## src/design/dbag_pkg.sv

```systemverilog
// ----------------------------------------------------------------------------
// dbag_pkg: shared types and constants for the DMA block address generator
// Holds the engine state record, the input and result records and the
// command and geometry constants used by the step logic and the top level.
// ----------------------------------------------------------------------------
package dbag_pkg;

  localparam int AddrW   = 32;
  localparam int LenW    = 30;
  localparam int XW      = 16;
  localparam int YW      = 14;
  localparam int StrideW = 16;
  localparam int WinW    = 2;
  localparam int CntW    = 32;

  // command codes
  localparam logic CMD_LOAD = 1'b0;
  localparam logic CMD_STEP = 1'b1;

  // last byte of the 4-byte source window
  localparam logic [WinW-1:0] WIN_LAST = 2'd3;

  typedef struct packed {
    logic [AddrW-1:0]   src_ptr;
    logic [AddrW-1:0]   dst_ptr;
    logic [WinW-1:0]    win_off;
    logic [XW-1:0]      col_cnt;
    logic [YW-1:0]      row_cnt;
    logic [LenW-1:0]    bytes_left;
    logic [XW-1:0]      row_width;
    logic [YW-1:0]      row_total;
    logic [StrideW-1:0] src_stride;
    logic [StrideW-1:0] dst_stride;
    logic               src_inc;
    logic               two_d;
    logic               active;
    logic [CntW-1:0]    blk_cnt;
  } state_t;

  typedef struct packed {
    logic               cmd;
    logic               src_increment;
    logic               two_d_mode;
    logic [AddrW-1:0]   source_address;
    logic [AddrW-1:0]   dest_address;
    logic [LenW-1:0]    length_word;
    logic [StrideW-1:0] src_stride;
    logic [StrideW-1:0] dst_stride;
  } item_t;

  typedef struct packed {
    logic             move_valid;
    logic [AddrW-1:0] rd_address;
    logic [AddrW-1:0] wr_address;
    logic             last_of_block;
    logic             busy_res;
    logic [CntW-1:0]  blocks_done;
  } result_t;

endpackage

```

## src/design/dbag_step.sv

```systemverilog
// ----------------------------------------------------------------------------
// dbag_step: next-state and result logic for one beat
// Pure combinational: takes the engine state and one input beat and gives
// the state after the beat and the result it produces.
// ----------------------------------------------------------------------------
module dbag_step (
  input  dbag_pkg::state_t  st,
  input  dbag_pkg::item_t   item,
  output dbag_pkg::state_t  st_nxt,
  output dbag_pkg::result_t res
);
  import dbag_pkg::*;

  logic [XW-1:0]    load_x;
  logic [YW-1:0]    load_y;
  logic [AddrW-1:0] src_adv;
  logic [AddrW-1:0] src_row_base;
  logic [WinW-1:0]  win_adv;
  logic [XW-1:0]    col_adv;
  logic [YW-1:0]    row_adv;
  logic [LenW-1:0]  bytes_dec;
  logic             done;

  assign load_x = item.length_word[XW-1:0];
  assign load_y = item.length_word[LenW-1:XW];

  // source after one byte: fixed source wraps back to window base after 4
  assign src_adv = (!st.src_inc && st.win_off == WIN_LAST) ?
                   st.src_ptr - AddrW'(WIN_LAST) : st.src_ptr + AddrW'(1);
  assign win_adv = st.src_inc ? st.win_off : st.win_off + WinW'(1);
  // window base (or next byte when incrementing) for the start of a new row
  assign src_row_base = st.src_inc ? st.src_ptr + AddrW'(1)
                                   : st.src_ptr - AddrW'(st.win_off);
  assign col_adv   = st.col_cnt + XW'(1);
  assign row_adv   = st.row_cnt + YW'(1);
  assign bytes_dec = st.bytes_left - LenW'(1);

  always_comb begin
    st_nxt = st;
    done   = 1'b0;
    res    = '0;
    if (item.cmd == CMD_LOAD) begin
      st_nxt.src_ptr    = item.source_address;
      st_nxt.dst_ptr    = item.dest_address;
      st_nxt.win_off    = '0;
      st_nxt.col_cnt    = '0;
      st_nxt.row_cnt    = '0;
      st_nxt.bytes_left = item.length_word;
      st_nxt.row_width  = load_x;
      st_nxt.row_total  = load_y;
      st_nxt.src_stride = item.src_stride;
      st_nxt.dst_stride = item.dst_stride;
      st_nxt.src_inc    = item.src_increment;
      st_nxt.two_d      = item.two_d_mode;
      st_nxt.active     = item.two_d_mode ? (load_x != '0 && load_y != '0)
                                          : (item.length_word != '0);
      done              = !st_nxt.active;
    end else if (st.active) begin
      res.move_valid = 1'b1;
      res.rd_address = st.src_ptr;
      res.wr_address = st.dst_ptr;
      st_nxt.src_ptr = src_adv;
      st_nxt.dst_ptr = st.dst_ptr + AddrW'(1);
      st_nxt.win_off = win_adv;
      if (st.two_d) begin
        st_nxt.col_cnt = col_adv;
        if (col_adv == st.row_width) begin
          st_nxt.src_ptr = src_row_base + AddrW'(st.src_stride);
          st_nxt.dst_ptr = st.dst_ptr + AddrW'(1) + AddrW'(st.dst_stride);
          st_nxt.win_off = '0;
          st_nxt.col_cnt = '0;
          st_nxt.row_cnt = row_adv;
          if (row_adv == st.row_total) begin
            st_nxt.active = 1'b0;
            done          = 1'b1;
          end
        end
      end else begin
        st_nxt.bytes_left = bytes_dec;
        if (bytes_dec == '0) begin
          st_nxt.active = 1'b0;
          done          = 1'b1;
        end
      end
    end
    if (done) begin
      st_nxt.blk_cnt = st.blk_cnt + CntW'(1);
    end
    res.last_of_block = done;
    res.busy_res      = st_nxt.active;
    res.blocks_done   = st_nxt.blk_cnt;
  end

endmodule

```

## src/design/dma_block_address_generator_top.sv

```systemverilog
// ----------------------------------------------------------------------------
// dma_block_address_generator_top: DMA control-block address generator
// A load beat (cmd = 0) latches a control block; each step beat (cmd = 1)
// issues one source/destination byte address pair until the block is done.
//
// Input channel: in_valid / in_stall plus one port per field. A beat is
// taken on a rising edge with in_valid high and in_stall low.
// Result channel: out_valid / out_stall plus one port per field. Every input
// beat yields exactly one result beat, in order.
// Latency: the result is on the output register the cycle after the input
// beat is taken. Throughput: one beat per clock unless stalled; the engine
// state is updated as the beat is taken, so back-to-back steps need no bubble.
// Stall: while a result waits with out_stall high, in_stall is raised and
// the engine state holds; the pending result stays unchanged on the port.
// The next input beat is taken in the same cycle the held result drains.
// Reset (rst_n low, synchronous): engine idle, all pointers, counters and the
// completed-block count cleared, output register empty.
// ----------------------------------------------------------------------------
module dma_block_address_generator_top (
  input  logic                              clk,
  input  logic                              rst_n,
  input  logic                              in_valid,
  output logic                              in_stall,
  input  logic                              in_cmd,
  input  logic                              in_src_increment,
  input  logic                              in_two_d_mode,
  input  logic [dbag_pkg::AddrW-1:0]        in_source_address,
  input  logic [dbag_pkg::AddrW-1:0]        in_dest_address,
  input  logic [dbag_pkg::LenW-1:0]         in_length_word,
  input  logic [dbag_pkg::StrideW-1:0]      in_src_stride,
  input  logic [dbag_pkg::StrideW-1:0]      in_dst_stride,
  output logic                              out_valid,
  input  logic                              out_stall,
  output logic                              out_move_valid,
  output logic [dbag_pkg::AddrW-1:0]        out_rd_address,
  output logic [dbag_pkg::AddrW-1:0]        out_wr_address,
  output logic                              out_last_of_block,
  output logic                              out_busy_res,
  output logic [dbag_pkg::CntW-1:0]         out_blocks_done
);
  import dbag_pkg::*;

  state_t  state_r;
  state_t  state_nxt;
  item_t   item;
  result_t res_nxt;
  result_t res_r;
  logic    out_valid_r;
  logic    in_take;

  assign in_stall = out_valid_r && out_stall;
  assign in_take  = in_valid && !in_stall;

  assign item.cmd            = in_cmd;
  assign item.src_increment  = in_src_increment;
  assign item.two_d_mode     = in_two_d_mode;
  assign item.source_address = in_source_address;
  assign item.dest_address   = in_dest_address;
  assign item.length_word    = in_length_word;
  assign item.src_stride     = in_src_stride;
  assign item.dst_stride     = in_dst_stride;

  dbag_step u_step (
    .st     (state_r),
    .item   (item),
    .st_nxt (state_nxt),
    .res    (res_nxt)
  );

  always_ff @(posedge clk) begin
    if (!rst_n) begin
      state_r <= '0;
    end else if (in_take) begin
      state_r <= state_nxt;
    end
  end

  always_ff @(posedge clk) begin
    if (!rst_n) begin
      out_valid_r <= 1'b0;
    end else if (in_take) begin
      out_valid_r <= 1'b1;
    end else if (!out_stall) begin
      out_valid_r <= 1'b0;
    end
  end

  always_ff @(posedge clk) begin
    if (in_take) begin
      res_r <= res_nxt;
    end
  end

  assign out_valid         = out_valid_r;
  assign out_move_valid    = res_r.move_valid;
  assign out_rd_address    = res_r.rd_address;
  assign out_wr_address    = res_r.wr_address;
  assign out_last_of_block = res_r.last_of_block;
  assign out_busy_res      = res_r.busy_res;
  assign out_blocks_done   = res_r.blocks_done;

endmodule

```

## config.mk

```make
export PLATFORM = sky130hd
export DESIGN_NAME = dma_block_address_generator_top
export DESIGN_NICKNAME = d
export VERILOG_FILES = /design/src/design/dbag_pkg.sv /design/src/design/dbag_step.sv /design/src/design/dma_block_address_generator_top.sv
export SDC_FILE = /design/constraint.sdc
export NUM_CORES = 1
export LEC_CHECK = 0
export ABC_CLOCK_PERIOD_IN_PS = 5500
export BUFFER_PORTS_ARGS = -buffer_cell sky130_fd_sc_hd__buf_2
export CAP_MARGIN = 5
export CORE_UTILIZATION = 30
export DETAILED_ROUTE_END_ITERATION = 6
export SLEW_MARGIN = 20
export SYNTH_ARGS = -nofsm -noshare
export SYNTH_HDL_FRONTEND = slang
export SYNTH_HIERARCHICAL = 1
export SYNTH_SLANG_ARGS = --single-unit
```

## constraint.sdc

```tcl
create_clock -name clk -period 5.5 [get_ports clk]
set_clock_uncertainty 0.2 [all_clocks]
set_input_delay 0.825 -clock clk [delete_from_list [all_inputs] [get_ports clk]]
set_output_delay 0.825 -clock clk [all_outputs]
set_load 0.1 [all_outputs]
```

==> results.yml, run 1 <==
drt:
  post-route-drc-count: 0
  dr.first_iter.drc_count: 1536
  vias: 21173
  drt-total-wl_um: 72680
  ant_nets: 0
  via_per_inst: 5.211
  drt_pass1_iterations: 5
  wire_per_inst_um: 17.89
setup_path:
  crit_buf_inv: 2
  critPathKind: "reg2reg"
  arrival_ps: 5390
  path_delay_family: "simple AND/OR/NAND/NOR gates"
  reg2reg_to: "state_r[215]"
  r2r_cells: 22
  reg2reg_from: "state_r[191]"
  crit_fanout: 8
  slowest_delay_ps: 540
  cp.required_ps: 5820
  crit_chain: "inv_1, ha_1, fa_1, nor4b_1, buf_4, nand2_1, nor3_1, a21oi_1, xnor2_1, ha_1, and3_1, o21ai_0, a22oi_1, nand3_1, a21oi_4, nand4_2, or4_1, a31oi_1, o21ai_0, a31oi_1, nand2_1, mux2i_1"
  startpoint_type: "flop"
  regToRegSetupSlack_ps: 420
  setup.worst_path.end_class: "flop"
  crit_slowest_cell: "or4_1"
clock_tree:
  post_cts_buffers: 0
  clock-sinks: 323
  clockRootBuffer: "clkbuf_16"
  cts_buffer_depth: 3
  tritoncts: "yes"
  clk_latency_ps: 600
  clk_pin_slew_ps: 60
  htree_levels: 2
  cts_buffers: 43
  cts_hold_buf: 0
global_routing:
  grt_use_met3_pct: 3.159
  grt_antenna_before_repair: 19
  grt_max_degree: 143
  grtUsageMet1_pct: 24.72
  grt.total_usage_pct: 17.89
  grt_overflow: 0
  use_met2_pct: 28.47
  grt_pass1_vias: 19304
  grt_first_pass_wirelength_um: 111900
  grt.busiest_layer: "met2"
cells_and_area:
  final_util_pct: 34.60
  area_delta_synth_final_pct: 13.27
  final_cells: 4063
  final_nets: 3171
  drive_gt1_share_pct: 15.10
logic_synthesis:
  synth_cells: 2908
  avgSynthCellArea_um2: 8.030
  synth_ff_type: "dfxtp_1"
  ys_seq_elements: 323
  synth-warning-count: 6
  syn-num-nets: 3086
  synth_async_sr_flop_share_pct: 0
  syn_area_um2: 23350
  synth-edff-count: 99
  yosysSeqAreaShare_pct: 31.93
  synth_cell_type_count: 84
timing:
  worstMarginPinSlew_ps: 1047
  fmax_mhz: 197.0
  slew_viol_final: 0
  tns_ps: 0
  rsz0062_at_grt: "false"
  fin_crit_ps: 5076
  relSlewSlack_pct: 29.70
  fin_crit_sh_pct: 92.29
  setup_violations: 0
  finalHoldViolCount: 0
flow_run:
  cap_violations: 0
die:
  pin_count: 234
  core-area_um2: 76450
  initial_core_util_pct: 30.54
  die_h_um: 281
  die_w_um: 281
  row_count: 101
  dieArea_um2: 78960
run_status:
  status: "finished clean"
worst_hold_path:
  hp-class: "in2reg"
  whs_path_depth: 2
  hold_path_end: "out_valid"
  min_from: "in_valid"
pwr:
  power.density_nw_per_um2: 259.4
  leakagePower_uw: 0.01035
  ir_drop_v: 0.0001983
placed_design:
  place_congestion: 0.9267
  port_buffers: 233
  placedCellCount: 3978
  dpl.hpwl_um: 52060
[worst max-delay path by stage]
stage	from	endpoint	slack (ps)	depth (start not counted)
final	state_r[191]	state_r[215]	420	22
after global routing	state_r[191]	state_r[215]	0.05	22
after CTS	state_r[191]	state_r[215]	430	22
after detailed placement	state_r[191]	state_r[215]	460	22
after global placement	state_r[191]	state_r[215]	480	22
after floorplan	state_r[191]	state_r[215]	1130	20
[stage by stage]
step | hold slack, ps | power (uW) | setup slack [ps] | area, um^2
after floorplan | 231.4 | 3730 | 1129 | 23350
after global placement | 255.8 | 4044 | 477.8 | 25010
after detailed placement | 270.5 | 4051 | 456.6 | 25010
after global routing | 268.5 | 7159 | 0.05373 | 26440
final | 273.4 | 6860 | 424.3 | 26450
after CTS | 246.4 | 6938 | 434.4 | 26430
[final cells by class]
cell class / instances / area (um^2)
timing repair buffer: 276 / 1584
tap: 1030 / 1289
fill: 8003 / 50000
antenna: 6 / 15.01
clock inverter: 23 / 246.5
multi-input combinational: 2307 / 14520
inverter: 42 / 157.7
sequential: 323 / 7461
clock buffer: 56 / 1175
[cells in the mapped netlist (40+ instances only)]
master      n  share of area [%]
xnor2_1   141                5.3
o21ai_0   104                2.2
nor4_1     51                1.4
mux2i_1   227                9.7
clkbuf_1  126                2.0
a21oi_1   128                2.7
xor2_1     74                2.8
nand4_1    53                1.4
mux2_2     74                3.6
nor3_1     62                1.3
nand2_1   604                9.7
edfxtp_1   99                 13
nor2_1    206                3.3
buf_4      47                1.5
ha_1       42                2.3
inv_1      40               0.64
dfxtp_1   224                 19
nand3_1    89                1.9
and3_1     99                2.7
[registers in the layout, summed over array words and instances (netlist names)]
register	cells
out_busy_res	1
state_r	223
out_last_of_block	1
out_move_valid	1
out_rd_address	32
out_valid	1
out_wr_address	32
out_blocks_done	32
[cells in the final DEF, fill, tap and decap left out, drive strengths merged, types with 99 or more instances in the layout]
master and count:
mux2i 227, xnor2 141, and3 99, nor2 206, edfxtp 99, dfxtp 224
nand2 604, buf 276, o21ai 105, a21oi 130
[per-layer routing]
layer / part of all wire, % / vias to the layer above
met5: 0.12 / -
met4: 2.2 / 14
met3: 6.3 / 107
met2: 45 / 605
met1: 46 / 9974
li1: - / 10473
[report_power, final]
part           switching (uW)  internal, uW  total (uW)
combinational             872           423        1290
clock                    1190          1670        2850
sequential                147          2570        2710
[cells by family after synthesis]
| logic type | synth area share, % |
|---|---|
| fa+ha+maj | 2.507 |
| simple gates | 26.48 |
| buf+inv | 6.001 |
| flops | 31.93 |
| compound gates | 11.71 |
| xor+xnor | 8.064 |
| mux | 13.30 |
[timing repair]
action                                  4_1_cts  5_1_grt
endpoints found under the setup margin        0        1
gates resized for setup                       0        1
endpoints found under the hold margin         0        0
No activity file was read; power rests on OpenSTA's default activity.
==> inputs of run 2 (changes only) <==
Settings changed: ABC_CLOCK_PERIOD_IN_PS 5500 to 5800.
Clock period 5.5 ns to 5.8 ns, I/O delays scaled along.
==> run 2 against run 1 <==
Cell area about the same. Wire length rose by 0.37%. Sequential power fell by 5%. Worst hold slack about the same. Critical path depth did not move. Final cell count fell by 0.25%. Clock-buffer cell count down 3.
==> results.yml, run 2 (synthesized netlist as in run 1, its figures left out) <==
drt:
  top_layer: "met5"
  post-route-drc-count: 0
  wl_met2_um: 32910
  dr.first_iter.drc_count: 1802
  vias: 21155
  ant_nets: 0
  drt_pass1_iterations: 5
  drt-total-wl_um: 72950
  wire_per_inst_um: 18.00
  via_per_inst: 5.220
  wl_met1_um: 34360
  met3WireLength_um: 4302
setup_path:
  crit_end: "state_r[215]"
  reg2reg_to: "state_r[215]"
  regToRegSetupSlack_ps: 580
  reg2reg_from: "state_r[191]"
  setup.worst_path.end_class: "flop"
  critPathKind: "reg2reg"
  startpoint_type: "flop"
  crit_fanout: 8
  crit_start: "state_r[191]"
  arrival_ps: 5530
  r2r_cells: 22
  cp.required_ps: 6110
timing:
  setup_violations: 0
  worstMarginPinSlew_ps: 1163
  fin_crit_ps: 5223
  fmax_mhz: 191.5
  relSlewSlack_pct: 21.77
  slew_viol_final: 0
  finalHoldViolCount: 0
  tns_ps: 0
  fin_crit_sh_pct: 90.05
  rsz0062_at_grt: "false"
cells_and_area:
  n_fill_cell: 7964
  drive_gt1_share_pct: 14.78
  fin_area_um2: 26450
  area_delta_synth_final_pct: 13.26
  final_cells: 4053
  regArea_um2: 7461
  multiInputGateArea_um2: 14520
  largest_reg_flops: 223
  final_cell_mix: "nand2_1, buf_2, mux2i_1"
  final_nets: 3163
  final_common_cell: "nand2_1"
  top_register: "state_r"
global_routing:
  grt_first_pass_wirelength_um: 112200
  grt_pass1_vias: 19293
  grt_max_degree: 180
  grt_overflow: 0
  grt.total_usage_pct: 17.90
  grt_antenna_before_repair: 9
placed_design:
  placedCellCount: 3971
  place_congestion: 0.9311
  dpl.hpwl_um: 51400
  port_buffers: 233
  place_area_um2: 24970
clock_tree:
  tritoncts: "yes"
  clockRootBuffer: "clkbuf_16"
  cts_buffer_depth: 3
  clock-sinks: 323
  clk_latency_ps: 600
  post_cts_resized: 0
  clk_pin_slew_ps: 60
  post_cts_buffers: 0
  cts_buffers: 42
  htree_levels: 2
  cts_hold_buf: 0
run_status:
  status: "finished clean"
pwr:
  switching_share_pct: 31.60
  p_clk_share_pct: 42.7
  p_switching_uw: 2092
  leakagePower_uw: 0.01034
  power.share.combinational_pct: 18.4
  internal-power_uw: 4529
  power_frac_seq_pct: 38.9
  power.density_nw_per_um2: 250.3
  ir_drop_v: 0.0001892
flow_run:
  cap_violations: 0
die:
  pin_count: 234
  initial_core_util_pct: 30.54
  die_h_um: 281
  die_w_um: 281
  core-area_um2: 76450
  dieArea_um2: 78960
  row_count: 101
worst_hold_path:
  hp-class: "reg2reg"
## run 2: changes by cell type in the layout (fill, tap and decap cells not counted), moves of 2 or more
cell,delta
buf_4,-8
clkbuf_8,-2
bufinv_16,+4
clkinv_1,+2
clkinvlp_4,-3
## run 2: final cells by class
cell class,instances,area share [%]
timing repair buffer,269,5.838
inverter,42,0.5961
tap,1030,4.873
multi-input combinational,2307,54.88
clock inverter,24,1.310
antenna,5,0.04731
sequential,323,28.21
clock buffer,53,4.244
## run 2: power groups by stage
stage,logic (uW),registers (uW),clock network [uW]
detailed placement,1210,2630,0
global route,1310,2600,3000
floorplan,732,2800,0
finish,1220,2580,2830
global placement,1210,2620,0
CTS,1220,2580,2910
## run 2: worst max-delay path, cell delays in order (launching register included)
cell     delay (ps)
dfxtp_1         440
inv_1           110
ha_1            220
fa_1            410
nor4b_1         160
buf_4           160
nand2_1         180
nor3_1           70
a21oi_1         160
xnor2_1         110
ha_1            380
and3_1          220
o21ai_0          90
a22oi_1         230
nand3_1         160
a21oi_2         320
nand4_2         270
or4_1           580
a31oi_1         200
o21ai_0         100
a31oi_1         180
nand2_1          60
mux2i_1         150
## run 2: metal layers
metal,up-vias,track usage (%)
met5,-,0
met4,8,3.727
met3,91,3.076
met2,568,28.78
met1,10057,24.88
li1,10431,-
## run 2: how the worst min path moves through the flow
stage            startpoint      endpoint  slack [ps]  depth (start not counted)
2_1_floorplan  state_r[129]  state_r[129]         230                          2
5_1_grt         state_r[41]   state_r[41]         300                          2
6_report        state_r[31]   state_r[31]         270                          2
4_1_cts         state_r[31]   state_r[31]         280                          2
3_3_place_gp    state_r[31]   state_r[31]         260                          2
3_5_place_dp    state_r[31]   state_r[31]         270                          2
## run 2: stage by stage
stage | setup slack (ps) | total power (uW) | hold WS (ps) | util (%)
2_1_floorplan | 1429 | 3537 | 231.4 | -
4_1_cts | 564.5 | 6705 | 277.3 | 34.58
5_1_grt | 145.3 | 6913 | 300.5 | 34.58
3_5_place_dp | 587.3 | 3838 | 268.2 | 32.66
3_3_place_gp | 618.2 | 3830 | 257.2 | 32.66
6_report | 577.1 | 6621 | 273.7 | 34.59
